===== src/hw/rtl/assert_macros.svh =====
// Assertion macros shared by the RTL modules of the utilization price block.
`ifndef ASSERT_MACROS_SVH
`define ASSERT_MACROS_SVH

// Check a property at every clock edge outside reset.
`define ASSERT_CLK(name, clk_i, rst_i, prop, msg) \
  name: assert property (@(posedge clk_i) disable iff (rst_i) (prop)) else $error(msg);

// Check that a condition implies a property in the same cycle.
`define ASSERT_IMPLY(name, clk_i, rst_i, cond, prop, msg) \
  name: assert property (@(posedge clk_i) disable iff (rst_i) (cond) |-> (prop)) else $error(msg);

`endif


===== src/hw/rtl/wupm_pkg.sv =====
// Shared widths, constants, register map and types of the utilization price block.
package wupm_pkg;

  // Field widths
  localparam int GAS_W    = 48;
  localparam int UTIL_W   = 10;
  localparam int MULT_W   = 14;
  localparam int TARGET_W = 7;
  localparam int ADJUST_W = 10;
  localparam int MAXM_W   = 7;

  // Default window depth
  localparam int WINDOW_DEFAULT = 64;

  // Register reset values
  localparam logic [GAS_W-1:0]    LIMIT_RESET  = 48'd30000000;
  localparam logic [TARGET_W-1:0] TARGET_RESET = 7'd50;
  localparam logic [ADJUST_W-1:0] ADJUST_RESET = 10'd10;
  localparam logic [MAXM_W-1:0]   MAXM_RESET   = 7'd10;

  // Arithmetic constants
  localparam logic [UTIL_W-1:0] UTIL_CAP  = 10'd1000;
  localparam logic [MULT_W-1:0] BASE_PCT  = 14'd100;
  localparam logic [MAXM_W-1:0] MAXM_CAP  = 7'd100;
  localparam logic [MAXM_W-1:0] MAXM_MIN  = 7'd1;
  // avg * 100 fits in the gas width plus seven bits
  localparam int UTIL_DVD_W = GAS_W + 7;

  // Divide by 100 through a reciprocal: floor(x * RECIP >> RECIP_SHIFT)
  localparam int PROD_W      = UTIL_W + ADJUST_W;
  localparam int RECIP_W     = 21;
  localparam int RECIP_SHIFT = 27;
  localparam logic [RECIP_W-1:0] RECIP = 21'd1342178;

  // Configuration port
  localparam int DATA_W = 64;
  localparam int ADDR_W = 5;
  localparam int IDX_LSB = 3;
  localparam logic [1:0] REG_LIMIT  = 2'd0;
  localparam logic [1:0] REG_TARGET = 2'd1;
  localparam logic [1:0] REG_ADJUST = 2'd2;
  localparam logic [1:0] REG_MAXM   = 2'd3;

  // Divider status seen by the sequencer
  typedef struct packed {
    logic busy;
    logic done;
  } div_status_t;

endpackage


===== src/hw/rtl/wupm_div.sv =====
// Restoring divider, one quotient bit per cycle, shared by both divisions.
module wupm_div #(
  parameter int DVD_W = wupm_pkg::UTIL_DVD_W,
  parameter int DVS_W = wupm_pkg::GAS_W
) (
  input  logic                      clk,
  input  logic                      rst,
  input  logic                      start,
  input  logic [DVD_W-1:0]          dividend,
  input  logic [DVS_W-1:0]          divisor,
  output logic [DVD_W-1:0]          quotient,
  output wupm_pkg::div_status_t     status
);

  localparam int CNT_W = $clog2(DVD_W + 1);

  logic [DVD_W-1:0] dq;
  logic [DVS_W-1:0] rem;
  logic [DVS_W-1:0] dvs;
  logic [CNT_W-1:0] cnt;
  logic             done;

  logic [DVS_W:0]   shifted;
  logic [DVS_W+1:0] trial;
  logic             fits;

  // Trial subtract of the divisor from the shifted remainder
  assign shifted = {rem, dq[DVD_W-1]};
  assign trial   = {1'b0, shifted} - {2'b00, dvs};
  assign fits    = ~trial[DVS_W+1];

  // Control: iteration count and done pulse
  always_ff @(posedge clk) begin
    if (rst) begin
      cnt  <= '0;
      done <= 1'b0;
    end else if (start) begin
      cnt  <= CNT_W'(DVD_W);
      done <= 1'b0;
    end else if (cnt != '0) begin
      cnt  <= cnt - 1'b1;
      done <= (cnt == CNT_W'(1));
    end else begin
      done <= 1'b0;
    end
  end

  // Datapath: shift in one quotient bit per step
  always_ff @(posedge clk) begin
    if (start) begin
      dq  <= dividend;
      rem <= '0;
      dvs <= divisor;
    end else if (cnt != '0) begin
      dq  <= {dq[DVD_W-2:0], fits};
      rem <= fits ? trial[DVS_W-1:0] : shifted[DVS_W-1:0];
    end
  end

  assign quotient    = dq;
  assign status.busy = (cnt != '0);
  assign status.done = done;

endmodule


===== config.mk =====
export PLATFORM = sky130hd
export DESIGN_NAME = wupm_div
export DESIGN_NICKNAME = d
export VERILOG_FILES = /design/src/hw/rtl/assert_macros.svh /design/src/hw/rtl/wupm_pkg.sv /design/src/hw/rtl/wupm_div.sv
export SDC_FILE = /design/constraint.sdc
export NUM_CORES = 1
export LEC_CHECK = 0
export ABC_AREA = 1
export BUFFER_PORTS_ARGS = -buffer_cell sky130_fd_sc_hd__clkbuf_2
export CAP_MARGIN = 10
export CORE_MARGIN = 3
export CORE_UTILIZATION = 35
export CTS_CLUSTER_DIAMETER = 100
export DETAILED_ROUTE_END_ITERATION = 10
export GPL_TIMING_DRIVEN = 0
export PLACE_DENSITY = 0.6
export SLEW_MARGIN = 10
export SYNTH_ARGS = -nofsm -noshare
export SYNTH_HDL_FRONTEND = slang
export SYNTH_SLANG_ARGS = --single-unit

===== constraint.sdc =====
create_clock -name clk -period 3.9 [get_ports clk]
set_input_delay 1.17 -clock clk [delete_from_list [all_inputs] [get_ports clk]]
set_output_delay 1.17 -clock clk [all_outputs]
set_load 0.005 [all_outputs]

Word level (Yosys, flattened, before mapping)
Cells that the tools add are included.
{"block": "classes", "div_mod_pow": 0, "add_sub_neg": 2, "bitwise": 2, "muxes": 5, "n_reduce_logical": 4, "n_eq_ne": 1, "n_lt_le_gt_ge": 0, "shift": 0, "n_mul": 0}
{"operator": "55-bit 2-to-1 mux", "n": 2}
{"operator": "49-bit by 48-bit subtractor with 50-bit output", "n": 1}
{"operator": "48-bit 2-to-1 mux", "n": 1}
{"operator": "6-bit 2-to-1 mux", "n": 2}
{"operator": "6-bit by 1-bit equality test with 1-bit output (second input constant)", "n": 1}
{"operator": "6-bit nonzero test", "n": 1}
{"operator": "6-bit by 1-bit subtractor with 6-bit output (second input constant)", "n": 1}
{"operator": "3-bit OR reduction", "n": 1}
{"operator": "1-bit NOT", "n": 2}
{"operator": "2-bit nonzero test", "n": 1}
{"operator": "2-bit OR reduction", "n": 1}
{"block": "totals", "mem_count": 0, "latch_bits": 0, "mem_bits_rw": 0, "out_inout_bits": 57, "wordCells": 20, "in_bits": 106, "regBits": 158, "romBits": 0}

Longest topological paths before layout
{"block": "depth", "word_depth": 4, "mapped_depth": 17, "ltp_nobuf": 17}

Worst setup path after synthesis
No wires, ideal clock.
{"block": "synth_timing", "path_kind": "in2reg", "start": "input start", "end": "register dq[0], in the netlist quotient[0], enable pin", "n_path_buf": 2, "t_required_ns": 3.462, "setup_slack_ns": 0.051, "arrival_time_ns": 3.411, "path_stages": 4, "setup_time_ns": 0.438, "path_cell_list": "clkbuf_1 -> nor2_1 -> inv_1 -> clkbuf_1"}
{"block": "synth_via", "elab_chain_len": 1}
{"element": "start, declared", "line": "wupm_div.sv:8", "rtl": "input logic start,"}
{"element": "2-bit nonzero test (no source line)"}
{"element": "end signal, assigned", "line": "wupm_div.sv:51", "rtl": "dq <= dividend;"}
{"element": "end signal, assigned", "line": "wupm_div.sv:55", "rtl": "dq <= {dq[DVD_W-2:0], fits};"}
{"element": "end, declared", "line": "wupm_div.sv:17", "rtl": "logic [DVD_W-1:0] dq;"}
Every way passes these cells.
A chain may end at the register's enable or synchronous reset.

Final worst setup path
{"block": "layout_timing", "start": "input start", "end": "register dq[21], in the netlist quotient[21], enable pin"}
The elaborated chain is that of the path after synthesis.

==> flow_summary.toml <==
[outcome]
run_status = "complete, no violations"

[routing]
drtIter0Drc = 711
ant_nets = 0
drcViolationCount = 0
wire_per_inst_um = 14.6
avgViaCountPerCell = 4.59
dr.pass1.iters = 5
wirelength_mm = 32.2
route.vias.total = 10100

[synthesis]
yosysUniqueCellTypes = 41
synth_seq_cells = 158
ys_seq_area_share_pct = 38.7
syn_area_um2 = 10800
synth_nets = 1777
postSynthCellCount = 1619
netlist_top_cells_count = "690 x nand2_1, 310 x inv_1, 117 x nand3_1"
synth_area_leaders = "edfxtp_1 29%, nand2_1 24%, inv_1 11%"
syn_avg_cell_area_um2 = 6.69
yosysTopAreaCellShare_pct = 28.6
async_reset_ff_share_pct = 0
yosys_warnings = 0
synth_top_cell_by_area = "edfxtp_1"
synth_edf_count = 103
ys.flop_type = "edfxtp_1"
synth.most_common_cell = "nand2_1"

[placed_design]
dp_slack_ns = -0.293
dp.cells = 2172
gp_congestion = 0.991
io_buffers = 162
hpwl_mm = 25.9

[grt]
grt_pass1_vias = 9838
grt_pass1_wl_mm = 51.8
grt.total_usage_pct = 19.8
grt_overflow = 0
antenna_found_initial = 0
grt_max_degree = 59

[setup_path]
slowest_delay_ns = 0.82
cp-start-kind = "input pin"
end_kind = "flop"
crit_type = "input pin to flop"
cp_max_fo = 58
cp_common_cell = "clkbuf_4"
slowest_stage = "nor2_1"
cp_data_required_time_ns = 4.04
cp.arrival_ns = 3.81
worstPathCellList = "clkbuf_4, clkbuf_1, nor2_1, inv_1, clkbuf_4, buf_16"

[timing]
setup_tns_ns = 0
finalClockSkew_ns = 0.0124
rsz0062_at_grt = "no"
max_slew_margin_pct = 36.8
setup_viol = 0
fin_crit_ns = 3.67
drv_slew = 0
finalHoldViolCount = 0
period_share_pct = 94.0
tightest_slew_ns = 0.945
fmax_ghz = 0.273
fin_ws_ns = 0.234

[die]
rows = 63
coreArea_um2 = 30000
ios = 163
die_area_um2 = 33100
initial_core_util_pct = 36.0
fp.dieH_um = 182
die_width_um = 182

[power_and_ir_drop]
pwr-share-comb_pct = 18.7
peakVddDrop_uv = 270
p_clk_share_pct = 36.8
switching_share_pct = 30.5
p_switching_mw = 1.39
p_per_area_nw_per_um2 = 358
power_frac_seq_pct = 44.4
internal_power_mw = 3.17
p_leak_nw = 7.05

[cells_and_area]
drive_gt1_share_pct = 12.6
diodes = 0
post-route-util_pct = 42.4
fillerInstances = 3184
finalNonFillerCells = 2204
syn_to_final_growth_pct = 17.7
num-nets-final = 1959

[clock_network]
cts-htree-levels = 4
cts-root-buf = "clkbuf_16"
clock_path_buffers = 2
cts_tree = "done"
clkLatencyLatePin_ns = 0.45
cts_buffers = 17
cts_resized = 0
clk_pin_slew_ns = 0.06
cts_num_sinks = 158
post_cts_buffers = 0
postCtsHoldBufs = 0

[worst_hold_path]
min_path_type = "flop to flop"

[run]
maxCapViolCount = 0
==> critical path: cells and delay by family <==
kind / cells / cell delay (ns)
AND/OR/NAND/NOR: 1 / 0.82
buffers and inverters: 5 / 1.69
==> flip-flops by register name (all words and copies together) (netlist names) <==
signal and cells:
cnt 6, done 1, dvs 48, quotient 55, rem 48
==> layout make-up <==
type / count / area [µm²] / share of cell area (%)
tap: 390 / 488 / 3.83
timing repair buffer: 163 / 841 / 6.60
clock buffer: 18 / 429 / 3.37
sequential: 158 / 4190 / 32.9
multi-input combinational: 1111 / 5260 / 41.3
clock inverter: 14 / 149 / 1.17
inverter: 313 / 1170 / 9.23
buffer: 37 / 198 / 1.55
==> layout by cell type, fill, tap and decap left out, types with 3 or more instances in the layout <==
cell type,netlist,layout
nand2_1,690,690
inv_1,310,310
clkbuf_2,0,161
nand3_1,117,117
edfxtp_1,103,103
nor2_1,94,94
dfxtp_1,55,55
ha_1,51,51
a21oi_1,34,34
nand3b_1,27,27
o21ai_0,22,22
xnor2_1,22,22
clkbuf_1,17,17
clkbuf_16,0,17
nand4_1,9,9
buf_2,8,8
o21bai_1,6,6
buf_6,5,5
nor3_1,5,5
buf_1,5,5
nand3_2,4,4
inv_8,0,4
inv_6,0,4
a31oi_1,3,3
and2_1,3,3
or2_2,3,3
clkinv_4,0,3
==> metrics by stage <==
| stage | instance area [µm²] | power, mW | hold WS [ns] |
|---|---|---|---|
| floorplan | 10800 | 2.58 | 0.442 |
| global placement | 12100 | 2.91 | 0.454 |
| detailed placement | 12200 | 2.91 | 0.460 |
| CTS | 12700 | 4.61 | 0.475 |
| global route | 12700 | 4.80 | 0.493 |
| finish | 12700 | 4.56 | 0.471 |
==> cell families after synthesis <==
logic type               synth area share (%)
AO/OA/AOI/OAI                            3.69
adder cells (fa/ha/maj)                  6.08
AND/OR/NAND/NOR                          36.9
flip-flops                               38.7
XOR/XNOR                                 1.94
buffers and inverters                    12.6
==> metal layers <==
metal | routed length [µm] | global-route usage, % | up-vias
met5 | 0 | 0 | -
met4 | 839 | 6.70 | 0
met2 | 14000 | 31.1 | 277
li1 | - | - | 5320
met1 | 15500 | 27.0 | 4482
met3 | 1880 | 4.19 | 35
==> final timing paths <==
| path | from | endpoint | slack, ns | cells after the start |
|---|---|---|---|---|
| worst min-delay path | rem[27] | rem[27] | 0.47 | 2 |
| worst min register to register | rem[27] | rem[27] | 0.47 | 2 |
| worst max-delay path | start | quotient[21] | 0.23 | 6 |
| worst max register to register | cnt[0] | quotient[21] | 1.02 | 8 |
==> power groups by stage <==
stage / Clock (mW) / Sequential [mW] / Combinational (mW)
finish: 1.68 / 2.03 / 0.855
global route: 1.79 / 2.04 / 0.971
CTS: 1.72 / 2.03 / 0.858
detailed placement: 0 / 2.06 / 0.855
global placement: 0 / 2.06 / 0.845
floorplan: 0 / 2.05 / 0.529
Power figures use the tool's default switching activity.
