==> src/hw/rtl/assert_macros.svh <==
// Assertion macros shared by the RTL modules of the utilization price block.
`ifndef ASSERT_MACROS_SVH
`define ASSERT_MACROS_SVH

// Check a property at every clock edge outside reset.
`define ASSERT_CLK(name, clk_i, rst_i, prop, msg) \
  name: assert property (@(posedge clk_i) disable iff (rst_i) (prop)) else $error(msg);

// Check that a condition implies a property in the same cycle.
`define ASSERT_IMPLY(name, clk_i, rst_i, cond, prop, msg) \
  name: assert property (@(posedge clk_i) disable iff (rst_i) (cond) |-> (prop)) else $error(msg);

`endif

==> src/hw/rtl/wupm_pkg.sv <==
// Shared widths, constants, register map and types of the utilization price block.
package wupm_pkg;

  // Field widths
  localparam int GAS_W    = 48;
  localparam int UTIL_W   = 10;
  localparam int MULT_W   = 14;
  localparam int TARGET_W = 7;
  localparam int ADJUST_W = 10;
  localparam int MAXM_W   = 7;

  // Default window depth
  localparam int WINDOW_DEFAULT = 64;

  // Register reset values
  localparam logic [GAS_W-1:0]    LIMIT_RESET  = 48'd30000000;
  localparam logic [TARGET_W-1:0] TARGET_RESET = 7'd50;
  localparam logic [ADJUST_W-1:0] ADJUST_RESET = 10'd10;
  localparam logic [MAXM_W-1:0]   MAXM_RESET   = 7'd10;

  // Arithmetic constants
  localparam logic [UTIL_W-1:0] UTIL_CAP  = 10'd1000;
  localparam logic [MULT_W-1:0] BASE_PCT  = 14'd100;
  localparam logic [MAXM_W-1:0] MAXM_CAP  = 7'd100;
  localparam logic [MAXM_W-1:0] MAXM_MIN  = 7'd1;
  // avg * 100 fits in the gas width plus seven bits
  localparam int UTIL_DVD_W = GAS_W + 7;

  // Divide by 100 through a reciprocal: floor(x * RECIP >> RECIP_SHIFT)
  localparam int PROD_W      = UTIL_W + ADJUST_W;
  localparam int RECIP_W     = 21;
  localparam int RECIP_SHIFT = 27;
  localparam logic [RECIP_W-1:0] RECIP = 21'd1342178;

  // Configuration port
  localparam int DATA_W = 64;
  localparam int ADDR_W = 5;
  localparam int IDX_LSB = 3;
  localparam logic [1:0] REG_LIMIT  = 2'd0;
  localparam logic [1:0] REG_TARGET = 2'd1;
  localparam logic [1:0] REG_ADJUST = 2'd2;
  localparam logic [1:0] REG_MAXM   = 2'd3;

  // Divider status seen by the sequencer
  typedef struct packed {
    logic busy;
    logic done;
  } div_status_t;

endpackage

==> src/hw/rtl/wupm_window.sv <==
// Sliding window of recent gas words with running sum and fill count.
`include "assert_macros.svh"

module wupm_window #(
  parameter int WINDOW_BLOCKS = wupm_pkg::WINDOW_DEFAULT,
  parameter int CNT_W = $clog2(WINDOW_BLOCKS + 1),
  parameter int SUM_W = wupm_pkg::GAS_W + CNT_W
) (
  input  logic                       clk,
  input  logic                       rst,
  input  logic                       upd,
  input  logic [wupm_pkg::GAS_W-1:0] gas,
  output logic [SUM_W-1:0]           sum,
  output logic [CNT_W-1:0]           count
);

  localparam int SLOT_W = (WINDOW_BLOCKS > 1) ? $clog2(WINDOW_BLOCKS) : 1;

  logic [wupm_pkg::GAS_W-1:0] mem [WINDOW_BLOCKS];
  logic [wupm_pkg::GAS_W-1:0] old;
  logic [SLOT_W-1:0]          slot;
  logic                       full;

  assign full = (count == CNT_W'(WINDOW_BLOCKS));

  // Store: read the oldest word at the write slot, write the new word there
  always_ff @(posedge clk) begin
    old <= mem[slot];
    if (upd) begin
      mem[slot] <= gas;
    end
  end

  // Advance slot, count and running sum
  always_ff @(posedge clk) begin
    if (rst) begin
      slot  <= '0;
      count <= '0;
      sum   <= '0;
    end else if (upd) begin
      slot <= (slot == SLOT_W'(WINDOW_BLOCKS - 1)) ? '0 : slot + 1'b1;
      if (full) begin
        sum <= sum - SUM_W'(old) + SUM_W'(gas);
      end else begin
        count <= count + 1'b1;
        sum   <= sum + SUM_W'(gas);
      end
    end
  end

  `ASSERT_CLK(a_count_max, clk, rst, count <= CNT_W'(WINDOW_BLOCKS), "fill count above depth")
  `ASSERT_IMPLY(a_empty_sum, clk, rst, count == '0, sum == '0, "empty window with nonzero sum")

endmodule

==> config.mk <==
export PLATFORM = sky130hd
export DESIGN_NAME = wupm_window
export DESIGN_NICKNAME = d
export VERILOG_FILES = /design/src/hw/rtl/wupm_pkg.sv /design/src/hw/rtl/wupm_window.sv
export VERILOG_INCLUDE_DIRS = /design/src /design/src/hw/rtl
export SDC_FILE = /design/constraint.sdc
export NUM_CORES = 2
export LEC_CHECK = 0
export BUFFER_PORTS_ARGS = -buffer_cell sky130_fd_sc_hd__buf_2
export CAP_MARGIN = 5
export CORE_ASPECT_RATIO = 1.5
export CORE_MARGIN = 8
export CORE_UTILIZATION = 55
export DETAILED_ROUTE_END_ITERATION = 16
export PLACE_DENSITY_LB_ADDON = 0.3
export SKIP_LAST_GASP = 1
export SLEW_MARGIN = 20
export SYNTH_ARGS = -nofsm -noshare
export SYNTH_HDL_FRONTEND = slang
export SYNTH_SLANG_ARGS = --single-unit
==> constraint.sdc <==
create_clock -name clk -period 10 [get_ports clk]
set_clock_uncertainty 0.15 [all_clocks]
set_input_delay 0 -clock clk [delete_from_list [all_inputs] [get_ports clk]]
set_output_delay 0 -clock clk [all_outputs]
set_load 0.03 [all_outputs]
# == Yosys cells after proc, flatten, opt, wreduce, memory -nomap -nowiden ==
# Memories as Yosys holds them, arrays and structs flattened. A register that Yosys moved wholly into a read port is not among the register bits.
# Cells that the tools add are included.
# word_totals
input_bits,51
output_inout_bits,62
ram_bits,3072
mem_count,1
elab_cells,17
register_bits,68
# classes
n_addsub,5
reduce_logical,1
mux,4
n_bitwise,1
eq_ne,2
# memory_table
name,words,width,rd,rd_ports_with_merged_regs,write_ports,line_no,source
mem,64,48,1,1,1,wupm_window.sv:19,logic [wupm_pkg::GAS_W-1:0] mem [WINDOW_BLOCKS];
# ops
operator,n
$add A55 B48 Y55,2
$mux W55,1
$sub A55 B48 Y55,1
$add A7 B1 Y7 const B,1
$eq A7 B7 Y1 const B,1
$add A6 B1 Y6 const B,1
$eq A6 B6 Y1 const B,1
$mux W6,1
$mux W1,2
$reduce_and A2 Y1,1
$not A1 Y1,1

# == Longest topological paths before layout ==
# depth
depth_word,3
ltp_mapped,17
depth_no_buf,17

# == Worst setup path before layout ==
# No wires, ideal clock.
# synth_path
path_type,register to register
start,reg slot[1]
end,mem mem[11][0] (netlist name) (enable)
synth_period_minus_slack_ns,4.692
arrival_time_ns,4.088
setup_time_ns,0.454
path_buffers,5
slack_ns,5.308
path_stages_with_launch,9
required_ns,9.396
path_cell_list,dfxtp_1 > clkbuf_1 > and3b_1 > clkbuf_1 > clkbuf_1 > buf_1 > clkbuf_1 > nand2_1 > nor2_1
# synth_rtl
item,line_no,source
from (decl),wupm_window.sv:21,logic [SLOT_W-1:0] slot;
from (signal assigned),wupm_window.sv:41,slot <= (slot == SLOT_W'(WINDOW_BLOCKS - 1)) ? '0 : slot + 1'b1;
to (decl),wupm_window.sv:19,
# Straight into the memory's write port.

# == Worst setup path in the final report ==
# layout_path
start,reg slot[0]
end,mem mem[47][45] (netlist name) (enable)
# Straight into the memory's write port.

==> impl_metrics.tcl <==
set metrics [dict create \
    status "completed" \
    nFillCells 15400 \
    antenna_left 0 \
    yosysSeqAreaShare 0.780 \
    coreArea_um2 220000 \
    pin_count 113 \
    worst_pin_slew_ns 1.23 \
    drt_iter0_drc 11700 \
    clock_sinks 3188 \
    synth.most_common_cell "edfxtp_1" \
    maxSlewViolCount 0 \
    async_flop_share 0 \
    yosys_most_used_dff "edfxtp_1" \
    power_density_nw_per_um2 211 \
    r2r-start "slot[0]$_SDFFE_PP0P_" \
    synth-compound-area-share 0.145 \
    clock-root-buffer "clkbuf_16" \
    die-area_um2 236000 \
    wl_per_cell_um 38.2 \
    pwr-share-clk 0.378 \
    syn_nets 7361 \
    synth-simple-area-share 0.0273 \
    hold_end "mem[45][35]$_DFFE_PP_" \
    grt_overflow 0 \
    final_nets 7577 \
    drive_above_1_share 0.111 \
    r2r_setup_slack_ns 5.24 \
    max-slew-margin-rel 0.179 \
    p_seq_frac 0.520 \
    multi_input_area_um2 24600 \
    cts_tree "done" \
    yosysTopAreaCell "edfxtp_1" \
    clkLatencyLatePin_ns 0.87 \
    initial_core_util 0.552 \
    crit_start "slot[0]$_SDFFE_PP0P_" \
    path_clk_slew_ns 0.07 \
    pre_cts_ws_ns 5.03 \
    holdCritPathClass "in -> reg" \
    areaGrowthSynthToFinish_pct 11.9 \
    rsz0062_at_grt "false" \
    place_congestion 0.914 \
    p_sw_mw 6.84 \
    crit_fanout 43 \
    route.vias.total 75000 \
    portBuffers 112 \
    whs_ns 0.0649 \
    r2r_cells 4 \
    ys_warn_count 0 \
    clockBufferDepth 4 \
    p_leak_nw 42.7 \
    rows 211 \
    holdCritStartpoint "gas[35]" \
    fin_setup_tns_ns 0 \
    timing_hold_violations_final 0 \
    period_share 0.476 \
    regArea_um2 94600 \
    die_h_um 591 \
    yosys-top-cells-area "edfxtp_1, a22oi_1, a221oi_1, a22o_1, dfxtp_1" \
    ys_top_cells_by_count "edfxtp_1, a22oi_1, clkbuf_1" \
    die_w_um 399 \
    worst_r2r_endpoint "mem[47][45]$_DFFE_PP_" \
    synth_top_family_by_area "compound AO/OA/AOI/OAI gates" \
    fmax_mhz 210 \
    synth_edf_count 3072 \
    numCtsBuffers 280 \
    grt_pass1_wl_um 551000 \
    grt_use_total 0.330 \
    finalCriticalPeriod_ns 4.76 \
    drc 0 \
    routed_wl_um 399000 \
    post-route-worst-setup-slack_ns 5.24 \
    start_kind "flip-flop" \
    power_switching_share 0.239 \
    vias_per_cell 7.17 \
    antenna_found_initial 16 \
    grt_pass1_vias 72800 \
    crit_type "reg -> reg" \
    synth_mux_area_frac 0.000258 \
    internal_power_mw 21.7 \
    synth_area_um2 121000 \
    cp_data_arrival_time_ns 5.06 \
    yosysUniqueCellTypes 84 \
    hpwl_um 217000 \
    synth-seq-cells 3188 \
    synth_xor_area_frac 0.00687 \
    end_kind "flip-flop" \
    synth_top_cell_area_share 0.761 \
    cap_violations 0 \
    peakVddDrop_mv 0.156 \
    dr.pass1.iters 6 \
    cp_data_required_time_ns 10.30 \
    synthAdderAreaFrac 0.0196 \
    setup_viol 0 \
    syn_inst 7150 \
    grt_max_degree 129 \
    h-tree-depth 5 \
    whs_path_depth 2 \
    avgSynthCellArea_um2 16.9 \
    p_comb_frac 0.102 \
]
==> critical path, stage by stage (launching register included) <==
cell and delay [ns]:
dfxtp_1 0.63, and3_4 0.80, nand2_1 0.78, nor2_4 0.93, buf_4 0.86
==> layout by cell type (no fill, tap or decap), drive strengths merged, types with 11 or more instances in the layout <==
master and instances:
nand2 128, xor2 29, a221oi 300, a31oi 316, edfxtp 3072, and3 11, dfxtp 116, inv 233
fa 49, clkbuf 350, dlygate4sd3 53, nor2 183, o21ai 90, buf 332, a21oi 239, bufinv 26
a21o 46, nand4 119, o21bai 12, xnor2 66, ha 111, a211oi 47, clkinv 93, a22o 297
nand3 65, a22oi 949, diode 12, nor3 25, nor4 57
==> cell type report <==
| class | count | share of cell area |
|---|---|---|
| clock buffer | 350 | 0.0558 |
| timing repair buffer | 385 | 0.0221 |
| tap | 2875 | 0.0265 |
| multi-input combinational | 3288 | 0.182 |
| antenna | 12 | 0.000221 |
| sequential | 3188 | 0.697 |
| inverter | 223 | 0.00617 |
| clock inverter | 137 | 0.0103 |
==> through the flow <==
| step | instance area (um^2) | total power, mW | utilization | std cells |
|---|---|---|---|---|
| 2_1_floorplan | 121000 | 16.9 | - | 7150 |
| 3_3_place_gp | 126000 | 18.0 | 0.574 | 9904 |
| 4_1_cts | 136000 | 28.5 | 0.617 | 10400 |
| 6_report | 136000 | 28.6 | 0.617 | 10500 |
| 5_1_grt | 136000 | 29.3 | 0.617 | 10500 |
| 3_5_place_dp | 126000 | 18.0 | 0.574 | 9905 |
==> state kept, by name, summed over array words and instances (netlist names) <==
| signal | flops |
|---|---|
| mem | 3072 |
| sum | 55 |
| old | 48 |
| count | 7 |
| slot | 6 |
==> cell families after synthesis <==
family          Yosys count
xor+xnor                 95
simple gates            656
buf+inv                 674
flops                  3188
mux                       3
compound gates         2374
fa+ha+maj               160
==> power groups by stage <==
stage / clock network [mW] / registers (mW) / logic [mW]
after floorplan: 0 / 15.1 / 1.76
after global placement: 0 / 15.2 / 2.83
after detailed placement: 0 / 15.2 / 2.83
after CTS: 10.8 / 14.9 / 2.86
after global routing: 11.3 / 14.9 / 3.11
final: 10.8 / 14.9 / 2.90
==> worst max path at each step <==
stage | cells past startpoint | endpoint | slack (ns)
floorplan | 8 | mem[11][0]$_DFFE_PP_ | 5.31
global placement | 17 | sum[53]$_SDFFE_PP0P_ | 5.01
detailed placement | 16 | sum[53]$_SDFFE_PP0P_ | 5.03
CTS | 4 | mem[47][44]$_DFFE_PP_ | 5.33
global route | 18 | sum[53]$_SDFFE_PP0P_ | 4.93
finish | 4 | mem[47][45]$_DFFE_PP_ | 5.24
==> layer usage <==
layer | part of all wire | wire [um] | vias to the layer above | GRT usage
met1 | 0.32 | 129000 | 37600 | 0.404
met5 | 0.000080 | 32 | - | 0
met3 | 0.13 | 51500 | 1353 | 0.0795
met2 | 0.47 | 189000 | 6060 | 0.529
met4 | 0.076 | 30200 | 4 | 0.208
li1 | - | - | 30000 | -
==> what timing repair did <==
item | 4_1_cts | 5_1_grt
setup buffers | 0 | 0
hold buffers | 53 | 0
endpoints found under the hold margin | 3120 | 0
gates resized for setup | 0 | 0
No activity file was read; power rests on OpenSTA's default activity.
